===== src/rtl/bal_pkg.sv =====
package bal_pkg;

  localparam int unsigned CAPACITY_DEF = 8;
  localparam int unsigned STEPS_W      = 8;

  typedef enum logic [1:0] {
    K_INSERT = 2'd0,
    K_DELETE = 2'd1,
    K_SEARCH = 2'd2,
    K_ROTATE = 2'd3
  } kind_e;

  typedef enum logic [2:0] {
    ST_OK       = 3'd0,
    ST_FULL     = 3'd1,
    ST_EMPTY    = 3'd2,
    ST_BADPOS   = 3'd3,
    ST_NOTFOUND = 3'd4,
    ST_NOTFULL  = 3'd5
  } status_e;

  typedef struct packed {
    logic busy;
    logic done;
  } mod_stat_t;

endpackage


===== src/rtl/bounded_array_list.sv =====
// Bounded ordered list of signed 32-bit words with room for CAPACITY entries.
// Requests arrive on the input channel (in_valid_i / in_ready_o) and each one
// gives exactly one result transaction on the output channel
// (out_valid_o / out_ready_i), carrying a status, the removed value, the found
// index and the entry count after the request.
// The block handles one request at a time and is not ready while it works.
// The entries live in a single RAM with one write and one registered read
// port, walked one entry per cycle. A request refused by its checks, and an
// append, pass from acceptance through the finishing state into the result
// register. An insert moves the entries from its position up by one, a
// delete moves those above its position down, and a search reads entries
// until a match or the count. A rotation moves only a base pointer; its step
// count is reduced modulo CAPACITY by a reciprocal multiplication in the remainder unit.
// Reset empties the list; the RAM is not cleared, since only entries below
// the count are ever read. A result waits in the output register while the
// receiver stalls; the next request can be taken meanwhile, but its own
// result is held back until the output register is free.
module bounded_array_list #(
  parameter int unsigned CAPACITY = bal_pkg::CAPACITY_DEF
) (
  input  logic                          clk_i,
  input  logic                          rst_ni,
  input  logic                          in_valid_i,
  output logic                          in_ready_o,
  input  logic [1:0]                    kind_i,
  input  logic signed [31:0]            value_i,
  input  logic [2:0]                    position_i,
  input  logic [bal_pkg::STEPS_W-1:0]   rotate_steps_i,
  output logic                          out_valid_o,
  input  logic                          out_ready_i,
  output logic [2:0]                    status_o,
  output logic signed [31:0]            removed_value_o,
  output logic [2:0]                    found_index_o,
  output logic [$clog2(CAPACITY+1)-1:0] entry_count_o
);
  import bal_pkg::*;

  localparam int unsigned AW = $clog2(CAPACITY);
  localparam int unsigned CW = $clog2(CAPACITY + 1);
  localparam int unsigned SW = CW + 1;
  localparam int unsigned BW = AW + 1;
  localparam int unsigned XW = (CW > 3) ? CW : 3;

  typedef enum logic [5:0] {
    S_IDLE = 6'b000001,
    S_INS  = 6'b000010,
    S_DEL  = 6'b000100,
    S_SRCH = 6'b001000,
    S_MOD  = 6'b010000,
    S_FIN  = 6'b100000
  } state_e;

  function automatic logic [AW-1:0] phys(input logic [AW-1:0] b, input logic [CW-1:0] l);
    logic [SW-1:0] s;
    s = SW'(b) + SW'(l);
    if (s >= SW'(CAPACITY)) begin
      s = s - SW'(CAPACITY);
    end
    return s[AW-1:0];
  endfunction

  state_e         state_q, state_d;
  logic [CW-1:0]  count_q, count_d;
  logic [AW-1:0]  base_q, base_d;
  logic [CW-1:0]  n_q, n_d;
  logic [CW-1:0]  rd_l_q, rd_l_d;
  logic [CW-1:0]  wl_q, wl_d;
  logic           fly_q, fly_d;
  logic           first_q, first_d;
  logic [CW-1:0]  pos_q, pos_d;
  logic [31:0]    val_q, val_d;
  status_e        st_q, st_d;
  logic [31:0]    rem_q, rem_d;
  logic [2:0]     fidx_q, fidx_d;
  logic           out_valid_q, out_valid_d;
  status_e        out_st_q, out_st_d;
  logic [31:0]    out_rem_q, out_rem_d;
  logic [2:0]     out_fidx_q, out_fidx_d;
  logic [CW-1:0]  out_cnt_q, out_cnt_d;

  logic           ram_we;
  logic [AW-1:0]  ram_waddr;
  logic [31:0]    ram_wdata;
  logic [AW-1:0]  ram_raddr;
  logic [31:0]    ram_rdata;

  logic           mod_start;
  mod_stat_t      mod_st;
  logic [AW-1:0]  mod_rem;

  bal_ram #(
    .WIDTH (32),
    .DEPTH (CAPACITY)
  ) u_ram (
    .clk_i   (clk_i),
    .we_i    (ram_we),
    .waddr_i (ram_waddr),
    .wdata_i (ram_wdata),
    .raddr_i (ram_raddr),
    .rdata_o (ram_rdata)
  );

  bal_mod #(
    .CAPACITY (CAPACITY)
  ) u_mod (
    .clk_i   (clk_i),
    .rst_ni  (rst_ni),
    .start_i (mod_start),
    .steps_i (rotate_steps_i),
    .stat_o  (mod_st),
    .rem_o   (mod_rem)
  );

  always_comb begin
    state_d     = state_q;
    count_d     = count_q;
    base_d      = base_q;
    n_d         = n_q;
    rd_l_d      = rd_l_q;
    wl_d        = wl_q;
    fly_d       = fly_q;
    first_d     = first_q;
    pos_d       = pos_q;
    val_d       = val_q;
    st_d        = st_q;
    rem_d       = rem_q;
    fidx_d      = fidx_q;
    out_valid_d = out_valid_q;
    out_st_d    = out_st_q;
    out_rem_d   = out_rem_q;
    out_fidx_d  = out_fidx_q;
    out_cnt_d   = out_cnt_q;
    ram_we      = 1'b0;
    ram_waddr   = phys(base_q, wl_q);
    ram_wdata   = ram_rdata;
    ram_raddr   = phys(base_q, rd_l_q);
    mod_start   = 1'b0;

    if (out_ready_i) begin
      out_valid_d = 1'b0;
    end

    unique case (state_q)
      S_IDLE: begin
        if (in_valid_i) begin
          val_d   = value_i;
          rem_d   = '0;
          fidx_d  = '0;
          st_d    = ST_OK;
          fly_d   = 1'b0;
          state_d = S_FIN;
          unique case (kind_e'(kind_i))
            K_INSERT: begin
              if (count_q == CW'(CAPACITY)) begin
                st_d = ST_FULL;
              end else if (XW'(position_i) > XW'(count_q)) begin
                st_d = ST_BADPOS;
              end else if (XW'(position_i) == XW'(count_q)) begin
                ram_we    = 1'b1;
                ram_waddr = phys(base_q, count_q);
                ram_wdata = value_i;
                count_d   = count_q + 1'b1;
              end else begin
                pos_d   = CW'(position_i);
                n_d     = count_q - CW'(position_i);
                rd_l_d  = count_q - 1'b1;
                state_d = S_INS;
              end
            end
            K_DELETE: begin
              if (count_q == '0) begin
                st_d = ST_EMPTY;
              end else if (XW'(position_i) >= XW'(count_q)) begin
                st_d = ST_BADPOS;
              end else begin
                pos_d   = CW'(position_i);
                n_d     = count_q - CW'(position_i);
                rd_l_d  = CW'(position_i);
                first_d = 1'b1;
                state_d = S_DEL;
              end
            end
            K_SEARCH: begin
              if (count_q == '0) begin
                st_d = ST_EMPTY;
              end else begin
                n_d     = count_q;
                rd_l_d  = '0;
                state_d = S_SRCH;
              end
            end
            K_ROTATE: begin
              if (count_q != CW'(CAPACITY)) begin
                st_d = ST_NOTFULL;
              end else begin
                mod_start = 1'b1;
                state_d   = S_MOD;
              end
            end
          endcase
        end
      end
      S_INS: begin
        if (fly_q) begin
          ram_we = 1'b1;
        end
        if (n_q != '0) begin
          fly_d  = 1'b1;
          wl_d   = rd_l_q + 1'b1;
          rd_l_d = rd_l_q - 1'b1;
          n_d    = n_q - 1'b1;
        end else begin
          fly_d = 1'b0;
          if (!fly_q) begin
            ram_we    = 1'b1;
            ram_waddr = phys(base_q, pos_q);
            ram_wdata = val_q;
            count_d   = count_q + 1'b1;
            state_d   = S_FIN;
          end
        end
      end
      S_DEL: begin
        if (fly_q) begin
          if (first_q) begin
            rem_d   = ram_rdata;
            first_d = 1'b0;
          end else begin
            ram_we = 1'b1;
          end
        end
        if (n_q != '0) begin
          fly_d  = 1'b1;
          wl_d   = rd_l_q - 1'b1;
          rd_l_d = rd_l_q + 1'b1;
          n_d    = n_q - 1'b1;
        end else begin
          fly_d = 1'b0;
          if (!fly_q) begin
            count_d = count_q - 1'b1;
            state_d = S_FIN;
          end
        end
      end
      S_SRCH: begin
        if (fly_q && (ram_rdata == val_q)) begin
          fidx_d  = 3'(wl_q);
          fly_d   = 1'b0;
          state_d = S_FIN;
        end else if (n_q != '0) begin
          fly_d  = 1'b1;
          wl_d   = rd_l_q;
          rd_l_d = rd_l_q + 1'b1;
          n_d    = n_q - 1'b1;
        end else begin
          fly_d = 1'b0;
          if (!fly_q) begin
            st_d    = ST_NOTFOUND;
            state_d = S_FIN;
          end
        end
      end
      S_MOD: begin
        if (mod_st.done) begin
          base_d  = AW'(BW'(base_q) + BW'(CAPACITY) - BW'(mod_rem));
          if (base_q >= mod_rem) begin
            base_d = base_q - mod_rem;
          end
          state_d = S_FIN;
        end
      end
      S_FIN: begin
        if (!out_valid_q || out_ready_i) begin
          out_valid_d = 1'b1;
          out_st_d    = st_q;
          out_rem_d   = rem_q;
          out_fidx_d  = fidx_q;
          out_cnt_d   = count_q;
          state_d     = S_IDLE;
        end
      end
      default: begin
        state_d = S_IDLE;
      end
    endcase
  end

  always_ff @(posedge clk_i or negedge rst_ni) begin
    if (!rst_ni) begin
      state_q     <= S_IDLE;
      count_q     <= '0;
      base_q      <= '0;
      n_q         <= '0;
      fly_q       <= 1'b0;
      first_q     <= 1'b0;
      out_valid_q <= 1'b0;
    end else begin
      state_q     <= state_d;
      count_q     <= count_d;
      base_q      <= base_d;
      n_q         <= n_d;
      fly_q       <= fly_d;
      first_q     <= first_d;
      out_valid_q <= out_valid_d;
    end
  end

  always_ff @(posedge clk_i) begin
    rd_l_q     <= rd_l_d;
    wl_q       <= wl_d;
    pos_q      <= pos_d;
    val_q      <= val_d;
    st_q       <= st_d;
    rem_q      <= rem_d;
    fidx_q     <= fidx_d;
    out_st_q   <= out_st_d;
    out_rem_q  <= out_rem_d;
    out_fidx_q <= out_fidx_d;
    out_cnt_q  <= out_cnt_d;
  end

  assign in_ready_o      = (state_q == S_IDLE);
  assign out_valid_o     = out_valid_q;
  assign status_o        = out_st_q;
  assign removed_value_o = out_rem_q;
  assign found_index_o   = out_fidx_q;
  assign entry_count_o   = out_cnt_q;

  a_count_bound : assert property (@(posedge clk_i) disable iff (!rst_ni)
    (SW'(count_q) <= SW'(CAPACITY)))
    else $error("Entry count exceeds the capacity.");

  a_base_bound : assert property (@(posedge clk_i) disable iff (!rst_ni)
    (BW'(base_q) < BW'(CAPACITY)))
    else $error("Base pointer is outside the list.");

  a_search_no_write : assert property (@(posedge clk_i) disable iff (!rst_ni)
    (state_q == S_SRCH) |-> !ram_we)
    else $error("RAM written during a search.");

  a_mod_in_rotate : assert property (@(posedge clk_i) disable iff (!rst_ni)
    (mod_st.busy || mod_st.done) |-> (state_q == S_MOD))
    else $error("Remainder unit active outside a rotation.");

  a_fin_delivers : assert property (@(posedge clk_i) disable iff (!rst_ni)
    ((state_q == S_FIN) && (!out_valid_q || out_ready_i)) |=>
      (out_valid_q && (state_q == S_IDLE)))
    else $error("Finished result was not loaded into the output register.");

endmodule


===== src/rtl/bal_ram.sv =====
module bal_ram #(
  parameter int unsigned WIDTH = 32,
  parameter int unsigned DEPTH = 8
) (
  input  logic                     clk_i,
  input  logic                     we_i,
  input  logic [$clog2(DEPTH)-1:0] waddr_i,
  input  logic [WIDTH-1:0]         wdata_i,
  input  logic [$clog2(DEPTH)-1:0] raddr_i,
  output logic [WIDTH-1:0]         rdata_o
);

  logic [WIDTH-1:0] mem_q [DEPTH];
  logic [WIDTH-1:0] rdata_q;

  always_ff @(posedge clk_i) begin
    if (we_i) begin
      mem_q[waddr_i] <= wdata_i;
    end
    rdata_q <= mem_q[raddr_i];
  end

  assign rdata_o = rdata_q;

endmodule


===== src/rtl/bal_mod.sv =====
module bal_mod #(
  parameter int unsigned CAPACITY = bal_pkg::CAPACITY_DEF
) (
  input  logic                        clk_i,
  input  logic                        rst_ni,
  input  logic                        start_i,
  input  logic [bal_pkg::STEPS_W-1:0] steps_i,
  output bal_pkg::mod_stat_t          stat_o,
  output logic [$clog2(CAPACITY)-1:0] rem_o
);
  import bal_pkg::*;

  localparam int unsigned        AW    = $clog2(CAPACITY);
  localparam int unsigned        RSH   = 2 * STEPS_W;
  localparam int unsigned        PW    = STEPS_W + RSH;
  localparam int unsigned        RECIP = ((1 << RSH) + CAPACITY - 1) / CAPACITY;
  localparam logic [STEPS_W-1:0] CAP_S = STEPS_W'(CAPACITY);

  logic [STEPS_W-1:0] steps_q, steps_d;
  logic [STEPS_W-1:0] quot_q, quot_d;
  logic [STEPS_W-1:0] rem_q, rem_d;
  logic               busy_q, busy_d;
  logic               done_q, done_d;
  logic [PW-1:0]      prod;

  // The scaled reciprocal is exact for every step count of STEPS_W bits.
  assign prod = PW'(steps_i) * PW'(RECIP);

  always_comb begin
    steps_d = steps_q;
    quot_d  = quot_q;
    rem_d   = rem_q;
    busy_d  = 1'b0;
    done_d  = 1'b0;
    if (start_i) begin
      steps_d = steps_i;
      quot_d  = prod[RSH +: STEPS_W];
      busy_d  = 1'b1;
    end else if (busy_q) begin
      rem_d  = steps_q - quot_q * CAP_S;
      done_d = 1'b1;
    end
  end

  always_ff @(posedge clk_i or negedge rst_ni) begin
    if (!rst_ni) begin
      busy_q <= 1'b0;
      done_q <= 1'b0;
    end else begin
      busy_q <= busy_d;
      done_q <= done_d;
    end
  end

  always_ff @(posedge clk_i) begin
    steps_q <= steps_d;
    quot_q  <= quot_d;
    rem_q   <= rem_d;
  end

  assign stat_o.busy = busy_q;
  assign stat_o.done = done_q;
  assign rem_o       = rem_q[AW-1:0];

endmodule

===== config.mk =====
export PLATFORM = sky130hd
export DESIGN_NAME = bounded_array_list
export DESIGN_NICKNAME = d
export VERILOG_FILES = /design/src/rtl/bal_pkg.sv /design/src/rtl/bounded_array_list.sv /design/src/rtl/bal_ram.sv /design/src/rtl/bal_mod.sv
export SDC_FILE = /design/constraint.sdc
export NUM_CORES = 1
export LEC_CHECK = 0
export ABC_AREA = 1
export BUFFER_PORTS_ARGS = -buffer_cell sky130_fd_sc_hd__buf_2
export CORE_ASPECT_RATIO = 0.6
export CORE_MARGIN = 4
export CORE_UTILIZATION = 43
export DETAILED_ROUTE_END_ITERATION = 10
export SKIP_CTS_REPAIR_TIMING = 1
export SLEW_MARGIN = 20
export SYNTH_ARGS = -nofsm -noshare
export SYNTH_HDL_FRONTEND = slang
export SYNTH_SLANG_ARGS = --single-unit

===== constraint.sdc =====
create_clock -name clk_i -period 10.8 [get_ports clk_i]
set_input_delay 1.62 -clock clk_i [delete_from_list [all_inputs] [get_ports clk_i]]
set_output_delay 1.62 -clock clk_i [all_outputs]
set_load 0.01 [all_outputs]

==> results of run 1 <==
[cell usage after synthesis, drive strengths merged]
cell | number | area [um^2]
a21o | 1 | 7.51
a21oi | 80 | 400
a31oi | 33 | 206
and2 | 3 | 18.8
and3 | 1 | 6.26
buf | 25 | 150
clkbuf | 41 | 154
dfrtp | 21 | 526
dfstp | 1 | 26.3
dfxtp | 32 | 641
edfxtp | 383 | 11500
fa | 6 | 120
ha | 17 | 213
inv | 220 | 828
mux2i | 32 | 320
nand2 | 213 | 842
nand3 | 66 | 353
nand3b | 1 | 7.51
nand4 | 11 | 129
nor2 | 136 | 566
nor3 | 4 | 20.0
nor3b | 1 | 7.51
nor4 | 1 | 6.26
o211ai | 47 | 413
o21ai | 125 | 633
o221ai | 20 | 175
o22ai | 5 | 31.3
o31ai | 1 | 7.51
xnor2 | 26 | 235
xor2 | 13 | 121
[layout make-up]
class | count | share of cell area [%]
multi-input combinational | 843 | 23.6
sequential | 437 | 60.3
clock inverter | 13 | 0.654
tap | 570 | 3.39
clock buffer | 57 | 5.35
inverter | 220 | 3.94
timing repair buffer | 107 | 2.80
[registers in the layout (all words and copies together), names as in the netlist, 4 cells and up]
name / cells
val_q: 32
u_ram.mem_q: 256
rem_q: 32
u_ram.rdata_o: 32
n_q: 4
removed_value_o: 32
entry_count_o: 4
state_q: 6
count_q: 4
[where the power goes]
part           leakage, uW  internal (uW)  switching (uW)
Combinational      0.00339            556            1400
Clock             0.000618            796             597
Sequential         0.00406           2380             143
Total              0.00806           3730            2140
[per-stage QoR]
stage / util (%) / area (um^2)
2_1_floorplan: - / 18700
3_3_place_gp: 46.6 / 19800
3_5_place_dp: 46.6 / 19800
4_1_cts: 49.6 / 21000
5_1_grt: 49.7 / 21000
6_report: 49.7 / 21000
[worst max path at each step]
stage,start,to,slack (ns),cells past startpoint
final,position_i[0],u_ram.mem_q[2][26],5.62,12
after CTS,position_i[0],u_ram.mem_q[2][26],5.70,12
after detailed placement,position_i[0],u_ram.mem_q[2][26],5.16,12
after floorplan,position_i[0],u_ram.mem_q[4][0],5.90,11
after global routing,position_i[0],u_ram.mem_q[2][27],5.47,12
after global placement,position_i[0],u_ram.mem_q[2][26],5.24,12
[worst max-delay path: stages]
cell	delay, ns
buf_2	0.12
ha_1	0.22
fa_1	0.45
o21ai_2	0.32
nand3_1	0.18
nor2_4	0.11
buf_4	0.49
nand2_2	0.15
o211ai_1	0.18
nand3_1	0.37
nor2_4	0.67
buf_4	0.47
[metal layers]
metal	global-route usage (%)	vias to the layer above	share of wire, %
li1	-	5608	-
met1	30.6	5800	48
met2	27.8	441	41
met3	5.80	56	9.5
met4	4.14	0	1.6
met5	0	-	0
[cells in the final DEF (no fill, tap or decap), types with 3 or more instances in the layout]
cell type  instances
inv_1            210
nand4_4            4
o22ai_1            5
and2_1             3
nor3_1             3
buf_4             19
bufinv_16          3
o21ai_1            3
ha_1              16
fa_1               5
o221ai_1          20
xnor2_1           25
nand2_4            3
clkinv_2           4
inv_2              8
nand2_1          202
xor2_1            12
nand2_2            8
clkinv_1           6
nor2_4            15
clkbuf_8           4
nand3_1           63
o21ai_0          120
dfrtp_1           21
clkbuf_1          12
clkbuf_16         41
edfxtp_1         383
nand4_1            7
nor2_2             4
nor2_1           117
dfxtp_1           32
o211ai_1          35
buf_2             87
a21oi_1           79
o211ai_2          12
mux2i_1           32
a31oi_1           33
[cell families after synthesis]
group / share of synthesized area [%]
flip-flops: 68.0
buffers and inverters: 6.07
AO/OA/AOI/OAI: 10.0
XOR/XNOR: 1.91
AND/OR/NAND/NOR: 10.5
multiplexers: 1.72
adder cells (fa/ha/maj): 1.78
==> summary.txt, run 1 <==
Placed design
  • Final Wtd Congestion: 0.900
  • Placed Cells: 2177
  • Setup WS pre-CTS: 5.16 ns
  • Final HPWL DP: between 20000 and 30000 um
  • Buffers on Ports: slightly below 90

Global route
  • Largest net degree at the start of global routing: roughly 110
  • Initial antenna violation count: 0
  • Global-route wire length before repair: roughly 70000 um
  • Overall global routing resource usage: 19.8%
  • Vias in the first global route: 11300
  • Total gr overflow: 0

Floorplanning
  • Rows: 58
  • Die area: between 0.04 and 0.05 mm^2
  • Chip width: about 280 um
  • Core ar.: approximately 0.042 mm^2
  • Die H: 169 um
  • Num ports: between 90 and 100
  • Starting density of the core: 44.0%

Worst setup path
  • Worst setup EP type: flop
  • Critical Path AT: between 5 and 6 ns
  • Setup crit start kind: input pin
  • Reg2Reg Setup Slack: 6.13 ns
  • CP Max Fanout: 35
  • RR Endpoint: u_ram.mem_q[2][26]
  • WP data required: around 11 ns
  • Worst Reg-to-Reg Cells: 12
  • Critical setup path kind: input pin to flop
  • Critical R2R Launch: count_q[0]

Cells and area
  • Multi-input logic area: ~0.0050 mm^2
  • Area Overhead vs Synth: 12.8%
  • Final Non-Filler Cells: around 2200
  • Fillers: 3755
  • Share of layout cells above drive strength 1: a little over an eighth
  • Fin nets: approximately 1700
  • Antenna diodes: 0
  • Area taken by flip-flops and latches: about 0.013 mm^2

Detailed routing
  • Routed len/inst: between 20 and 25 um
  • Antenna viol nets, final: 0
  • # DRC: 0
  • Via density: about 5.3
  • Routed via count: ~12000
  • WL final: around 47000 um
  • First-iteration detailed-routing DRC count: about 1100
  • DRT Pass-1 Iters: 7

Min path
  • Worst hold endpoint: removed_value_o[9]
  • Hold Crit Class: flop to flop
  • Hold path depth: 0
  • Worst hold start: rem_q[9]

STA
  • Final setup TNS: 0 ns
  • PnR worst setup slack: about 5.6 ns
  • Crit share post-route: a little under half
  • Final setup viols: 0
  • Worst Tran Pin Value: slightly below 1 ns
  • Hold slack: around 0.42 ns
  • FMAX: around 0.19 GHz
  • Slew HR: between 30 and 40%
  • Clock skew: around 0.01 ns
  • Fin. Hold Viols: 0
  • RSZ-0062 raised after global routing: no
  • Fin crit period: between 5 and 6 ns
  • Max Slew Vio Count: 0

CTS
  • TritonCTS clock tree: done
  • Clock Latency Late Sink: ~0.54 ns
  • Clock Tree Root: clkbuf_16
  • Sink Count: 437
  • CTS buffer count: 39
  • CTS clk-pin slew, worst paths: 0.06 ns
  • CTS Buffer Depth: 3
  • # H-tree levels: 2

Pwr
  • Total Power: 5870 uW
  • Cell Pwr Density: around 280 mW/mm^2
  • VDD IR-drop max: ~0.00015 V
  • Leak: 0.00806 uW

Yosys
  • Sequential-to-total area share from yosys stat: 68.0%
  • Syn_area_per_cell: approximately 12 um^2
  • Post-Synthesis Cells: between 1500 and 2000
  • Syn Nets: 1638
  • Post-Syn Area: ~0.019 mm^2
  • Yosys warning count: 0
  • Seq cells post-synth: 437
  • Synth unique cells: 47

Run
  • Max cap viols: 0

Status
  • Outcome: complete, no violations
(Power assumes the default switching activity.)
==> run 2, diff against run 1 <==
==> constraint.sdc (replaced) <==
create_clock -name clk_i -period 4.7 [get_ports clk_i]
set_input_delay 0.705 -clock clk_i [delete_from_list [all_inputs] [get_ports clk_i]]
set_output_delay 0.705 -clock clk_i [all_outputs]
set_load 0.01 [all_outputs]
==> run 2 against run 1 <==
Against the previous run:
- via count rose by 1.2%
- routed wire length grew 2.1%
- worst setup slack worse by 4.6 ns
- global-route usage increased by 0.26 points
- critical path depth grew 2
- core utilization rose by 0.50 points
- sequential share of layout area down 0.60 points
- critical path type is now flop to flop
- highest routed layer unchanged
==> summary.txt, run 2 (same netlist as run 1, synthesis figures left out) <==
CTS
  • Sink Count: 437 (unchanged)
  • CTS buffer count: 39 (unchanged)
  • CTS Buffer Depth: 3 (unchanged)
  • TritonCTS clock tree: done
  • Clock Tree Root: clkbuf_16
  • CTS clk-pin slew, worst paths: 0.07 ns (about the same)
  • Clock Latency Late Sink: 0.54 ns (about the same)
  • # H-tree levels: 2 (unchanged)

Worst setup path
  • Crit-path most repeated cell: nand2_1
  • Crit path depth: 14 (+2)
  • Slowest stage delay, CP: 0.46 ns (-0.21 ns)
  • CP max-delay cell: dfrtp_1
  • CP Max Fanout: 25 (-29%)
  • Crit path max-delay family: simple AND/OR/NAND/NOR gates
  • Critical R2R Launch: count_q[0]
  • Critical Path AT: 3.90 ns (-1.47 ns)
  • Critical setup path kind: flop to flop
  • WP buf/inv: 4 (+1)
  • Setup crit start kind: flop
  • Crit-path cells: inv_1 -> ha_1 -> fa_1 -> o21ai_2 -> nand3_1 -> nor2_4 -> buf_4 -> nand3_1 -> nand2_1 -> inv_1 -> nand2_1 -> nand2_1 -> nor2_4 -> buf_12
  • Worst Reg-to-Reg Cells: 14 (+2)
  • CP startpoint: count_q[0]
  • WP data required: 4.92 ns (-6.08 ns)
  • Worst setup EP type: flop

STA
  • Worst Tran Pin Value: 0.955 ns (-0.0363 ns)
  • Hold slack: 0.171 ns (-0.248 ns)
  • Fin crit period: between 3 and 4 ns
  • RSZ-0062 raised after global routing: no
  • Final setup viols: 0 (unchanged)
  • Final setup TNS: 0 ns (unchanged)
  • PnR worst setup slack: 1.02 ns (-4.60 ns)
  • Crit share post-route: approximately four fifths
  • Slew HR: 36.2% (+2.4 points)
  • Max Slew Vio Count: 0 (unchanged)
  • FMAX: around 0.27 GHz
  • Clock skew: 0.0148 ns (+0.00452 ns)
  • Fin. Hold Viols: 0 (unchanged)

Floorplanning
  • Die H: 169 um (unchanged)
  • Core ar.: 0.0424 mm^2 (unchanged)
  • Starting density of the core: 44.0% (unchanged)
  • Die area: 0.0469 mm^2 (unchanged)
  • Chip width: 277 um (unchanged)
  • Num ports: 93 (unchanged)
  • Rows: 58 (unchanged)

Cells and area
  • Commonest non-fill, non-tap cell in the layout: edfxtp_1
  • Largest register FFs: 256 (unchanged)
  • Final Non-Filler Cells: 2256 (+0.40%)
  • Final Util: 50.2% (+0.50 points)
  • Fin nets: 1728 (+0.47%)
  • Most flops, register: u_ram.mem_q
  • Share of layout cells above drive strength 1: 14.1% (+0.53 points)
  • Area Overhead vs Synth: 13.9%
  • Most frequent cells in the layout: 383 x edfxtp_1, 210 x inv_1, 202 x nand2_1, 120 x o21ai_0, 117 x nor2_1

Placed design
  • Final Wtd Congestion: 0.919 (+2.2%)
  • Placed Cells: 2185 (+0.37%)
  • Buffers on Ports: 87 (unchanged)
  • Setup WS pre-CTS: 0.860 ns (-4.30 ns)
  • Final HPWL DP: 30700 um (+6.5%)

Pwr
  • Cell Pwr Density: 647 mW/mm^2 (+130%)
  • Leak: 0.00815 uW (+1.2%)
  • VDD IR-drop max: 0.000448 V (+210%)

Detailed routing
  • Routed len/inst: 21.1 um (+1.7%)
  • First-iteration detailed-routing DRC count: 1345 (+18%)
  • WL final: 47500 um (+2.1%)
  • Antenna viol nets, final: 0 (unchanged)
  • # DRC: 0 (unchanged)
  • Routed via count: 12000 (+1.2%)
  • Via density: 5.34 (+0.79%)
  • DRT Pass-1 Iters: 6 (-1)

Global route
  • Global-route wire length before repair: 71800 um (+1.7%)
  • Total gr overflow: 0 (unchanged)
  • Largest net degree at the start of global routing: 94 (-13%)
  • Initial antenna violation count: 0 (unchanged)
  • Overall global routing resource usage: 20.1% (+0.26 points)
  • Vias in the first global route: 11600 (+2.7%)

Status
  • Outcome: complete, no violations

Run
  • Max cap viols: 0 (unchanged)

Min path
  • Hold Crit Class: input pin to asynchronous set/reset pin
## run 2: cell count changes in the layout (fill, tap and decap cells not counted)
cell       change
buf_12         +8
clkbuf_8       +4
clkinv_1       -3
buf_4          +1
buf_6          -1
bufinv_16      +1
clkinv_2       -1
clkinv_4       -1
diode_2        +1
nor4_1         +1
nor4_2         -1
## run 2: worst paths after layout
check	end	slack [ns]
worst max-delay path	u_ram.mem_q[1][27]	1.02
max in group asynchronous	base_q[1]	4.11
worst max register to register	u_ram.mem_q[1][27]	1.02
worst min-delay path	fly_q	0.17
min in group clk_i	u_mod.steps_q[1]	0.35
worst min register to register	removed_value_o[31]	0.42
## run 2: worst register-to-register path, cell delays in order (launching register included)
cell and delay, ns:
dfrtp_1 0.46, inv_1 0.14, ha_1 0.24, fa_1 0.46
o21ai_2 0.27, nand3_1 0.16, nor2_4 0.15, buf_4 0.25
nand3_1 0.10, nand2_1 0.07, inv_1 0.05, nand2_1 0.07
nand2_1 0.22, nor2_4 0.42, buf_12 0.28
## run 2: per-layer routing
layer	global-route usage, %	part of all wire [%]	vias up
met5	0	0	-
met4	3.92	1.4	0
met3	4.66	8.0	55
met2	28.8	42	428
met1	31.4	49	5938
li1	-	-	5626
## run 2: final cells by class
class | instances | area [um^2]
fill | 3681 | 21100
sequential | 437 | 12700
multi-input combinational | 843 | 4950
clock buffer | 61 | 1180
inverter | 220 | 828
timing repair buffer | 115 | 746
tap | 570 | 713
clock inverter | 9 | 143
antenna | 1 | 2.50
## run 2: where the power goes
| group | internal [uW] | total (uW) | switching (uW) |
|---|---|---|---|
| clock | 1950 | 3330 | 1380 |
| combinational | 1330 | 4630 | 3290 |
| sequential | 5470 | 5800 | 329 |
| total | 8750 | 13800 | 5000 |
## run 2: through the flow
stage / cell area, um^2 / total power (uW)
2_1_floorplan: 18700 / 8940
3_3_place_gp: 19900 / 10300
3_5_place_dp: 19900 / 10400
4_1_cts: 21300 / 13800
5_1_grt: 21300 / 14500
6_report: 21300 / 13800
==> run 3, diff against run 2 <==
--- a/config.mk
+++ b/config.mk
@@ -5,7 +5,7 @@
 export SDC_FILE = /design/constraint.sdc
 export NUM_CORES = 1
 export LEC_CHECK = 0
-export ABC_AREA = 1
+export ABC_AREA = 0
 export BUFFER_PORTS_ARGS = -buffer_cell sky130_fd_sc_hd__buf_2
 export CORE_ASPECT_RATIO = 0.6
 export CORE_MARGIN = 4
==> constraint.sdc (replaced) <==
create_clock -name clk_i -period 3.63 [get_ports clk_i]
set_input_delay 0.5445 -clock clk_i [delete_from_list [all_inputs] [get_ports clk_i]]
set_output_delay 0.5445 -clock clk_i [all_outputs]
set_load 0.01 [all_outputs]
==> run 3 against run 2 <==
Against the previous run:
- the run now ends with negative hold slack left
- critical path depth shrank 4
- sequential share of layout area grew 3.1 points
- global-route usage shrank 1.6 points
- sequential power grew 18%
- total power grew 1.1%
- first-iteration DRC count shrank 27%
- final area shrank 4.9%
- clock power grew 28%
- clock-buffer cell count shrank 9
- largest cell class unchanged
==> summary.txt, run 3 <==
Status
  • Outcome: finished, violations left
  • Failing checks: negative hold slack

Detailed routing
  • Via density: 5.58 (+4.5%)
  • # DRC: 0 (unchanged)
  • DRT Pass-1 Iters: 6 (unchanged)
  • Antenna viol nets, final: 0 (unchanged)
  • First-iteration detailed-routing DRC count: 987 (-27%)
  • WL final: 40100 um (-16%)
  • Routed via count: 9288 (-23%)
  • Routed len/inst: 24.1 um (+14%)

CTS
  • Sink Count: 437 (unchanged)
  • TritonCTS clock tree: done
  • CTS clk-pin slew, worst paths: 0.07 ns (about the same)
  • CTS Buffer Depth: 3 (unchanged)
  • Clock Tree Root: clkbuf_16
  • Clock Latency Late Sink: 0.54 ns (about the same)
  • CTS buffer count: 41 (+5.1%)
  • # H-tree levels: 2 (unchanged)

Floorplanning
  • Num ports: 93 (unchanged)
  • Starting density of the core: 44.1% (+0.097 points)
  • Die area: 0.0440 mm^2 (-6.3%)
  • Chip width: 268 um (-3.2%)
  • Die H: 164 um (-3.2%)
  • Rows: 56 (-3.4%)
  • Core ar.: 0.0395 mm^2 (-6.8%)

Pwr
  • VDD IR-drop max: 0.000412 V (-8.2%)
  • Leak: 0.00705 uW (-13%)
  • Cell Pwr Density: 688 mW/mm^2 (+6.3%)

STA
  • FMAX: 0.304 GHz (+12%)
  • Slew HR: 40.2% (+3.9 points)
  • Fin crit period: 3.29 ns (-0.389 ns)
  • Crit share post-route: 90.5% (+12 points)
  • Fin. Hold Viols: 21 (+21)
  • Clock skew: 0.0144 ns (-0.000386 ns)
  • PnR worst setup slack: 0.344 ns (-0.681 ns)
  • Final setup viols: 0 (unchanged)
  • Worst Tran Pin Value: 0.898 ns (-0.0577 ns)
  • Hold slack: -0.0201 ns (-0.191 ns)
  • RSZ-0062 raised after global routing: no
  • Max Slew Vio Count: 0 (unchanged)

Placed design
  • Setup WS pre-CTS: 0.0987 ns (-0.761 ns)
  • Final Wtd Congestion: 0.856 (-6.9%)
  • Placed instance area: 0.0189 mm^2 (-5.2%)
  • Final HPWL DP: 25200 um (-18%)
  • Buffers on Ports: 87 (unchanged)

Cells and area
  • Share of layout cells above drive strength 1: 27.9% (+14 points)
  • Largest register FFs: 256 (unchanged)
  • Fin nets: 1181 (-32%)
  • Most frequent cells in the layout: 383 x edfxtp_1, 87 x buf_2, 64 x mux4_2, 61 x inv_1, 41 x clkbuf_16
  • Most flops, register: u_ram.mem_q
  • Commonest non-fill, non-tap cell in the layout: edfxtp_1
  • Area Overhead vs Synth: 15.9%
  • Fin area: 0.0202 mm^2 (-4.9%)

Worst setup path
  • Critical setup path kind: flop to flop
  • WP buf/inv: 2 (-2)
  • CP Max Fanout: 32 (+28%)
  • Slowest stage delay, CP: 0.45 ns (about the same)
  • Worst setup EP type: flop
  • WP data required: 3.85 ns (-1.07 ns)
  • Crit path max-delay family: compound AO/OA/AOI/OAI gates
  • Setup crit start kind: flop
  • CP max-delay cell: a221oi_2
  • Critical Path AT: 3.51 ns (-0.39 ns)
  • Crit-path cells: inv_1 -> ha_1 -> fa_1 -> and2b_1 -> o2111ai_1 -> a211o_1 -> a221oi_2 -> nand2b_1 -> nor2_4 -> buf_12

Yosys
  • Largest cells by area after synthesis: edfxtp_1 66%, mux4_2 8.3%, dfxtp_1 3.7%
  • Area leader, netlist: edfxtp_1
  • Syn Nets: 1052 (-36%)
  • Post-Syn Area: 0.0174 mm^2 (-6.5%)
  • Post-synth top cells: 383 x edfxtp_1, 64 x mux4_2, 61 x inv_1
  • Post-synth EDFFs: 383 (unchanged)
  • Predominant post-synthesis flop cell: edfxtp_1
  • Async SR Flop Fraction: 5.03% (unchanged)
  • Seq cells post-synth: 437 (unchanged)
  • Post-Synthesis Cells: 980 (-37%)
  • Yosys warning count: 0 (unchanged)
  • Synth unique cells: 72 (+53%)
  • Top-area cell type share of the netlist area: 65.9% (+4.3 points)
  • Sequential-to-total area share from yosys stat: 72.8% (+4.8 points)
  • Syn_area_per_cell: 17.8 um^2 (+49%)
  • Count leader, synth: edfxtp_1

Run
  • Max cap viols: 0 (unchanged)

Global route
  • Global-route wire length before repair: 59800 um (-17%)
  • Largest net degree at the start of global routing: 43 (-54%)
  • Vias in the first global route: 9151 (-21%)
  • Initial antenna violation count: 1 (+1)
  • Total gr overflow: 0 (unchanged)
  • Overall global routing resource usage: 18.4% (-1.6 points)

Min path
  • Hold Crit Class: input pin to asynchronous set/reset pin
-- run 3: layout make-up --
| cell class | instances | area, um^2 |
|---|---|---|
| fill | 3233 | 19300 |
| sequential | 437 | 12700 |
| multi-input combinational | 440 | 4430 |
| clock buffer | 52 | 1120 |
| timing repair buffer | 128 | 893 |
| tap | 522 | 653 |
| inverter | 61 | 229 |
| clock inverter | 23 | 200 |
| antenna | 1 | 2.50 |
-- run 3: power breakdown --
group | internal (uW) | switching (uW)
logic | 1020 | 1790
clock network | 2400 | 1850
registers | 6550 | 302
-- run 3: per-layer routing --
metal | GRT usage (%) | vias up | wire length, um
met3 | 3.77 | 54 | 2940
met4 | 3.91 | 0 | 700
met2 | 26.6 | 339 | 17400
li1 | - | 4118 | -
met5 | 0 | - | 0
met1 | 29.1 | 4777 | 19100
-- run 3: cells by family after synthesis --
logic type / after synthesis / share of synthesized area (%)
simple gates: 155 / 5.00
buf+inv: 103 / 2.46
fa+ha+maj: 23 / 1.91
mux: 98 / 10.5
flops: 437 / 72.8
xor+xnor: 48 / 2.41
compound gates: 116 / 5.00
-- run 3: worst paths after layout --
check,from,endpoint,slack (ns),cells past startpoint
min reg2reg,u_mod.steps_q[0],u_mod.rem_q[0],0.42,0
max in group asynchronous,rst_ni,state_q[0],3.27,1
max,count_q[0],u_ram.mem_q[5][11],0.34,10
min in group clk_i,rotate_steps_i[2],u_mod.steps_q[2],0.19,1
min,rst_ni,count_q[1],-0.02,1
max reg2reg,count_q[0],u_ram.mem_q[5][11],0.34,10
-- run 3: worst register-to-register path, stage by stage, from the launching register on --
cell,delay [ns]
dfrtp_1,0.35
inv_1,0.08
ha_1,0.21
fa_1,0.38
and2b_1,0.23
o2111ai_1,0.18
a211o_1,0.44
a221oi_2,0.45
nand2b_1,0.21
nor2_4,0.17
buf_12,0.26
-- run 3: metrics by stage --
step | hold WS [ns] | power [uW] | TNS, ns | utilization (%) | instances
2_1_floorplan | 0.249 | 8670 | -36.88 | - | 980
3_3_place_gp | 0.402 | 9680 | 0 | 47.8 | 1588
3_5_place_dp | 0.405 | 9760 | 0 | 47.8 | 1588
4_1_cts | -0.0175 | 14000 | 0 | 51.2 | 1663
5_1_grt | 0.0148 | 14500 | 0 | 51.2 | 1664
6_report | -0.0201 | 13900 | 0 | 51.2 | 1664
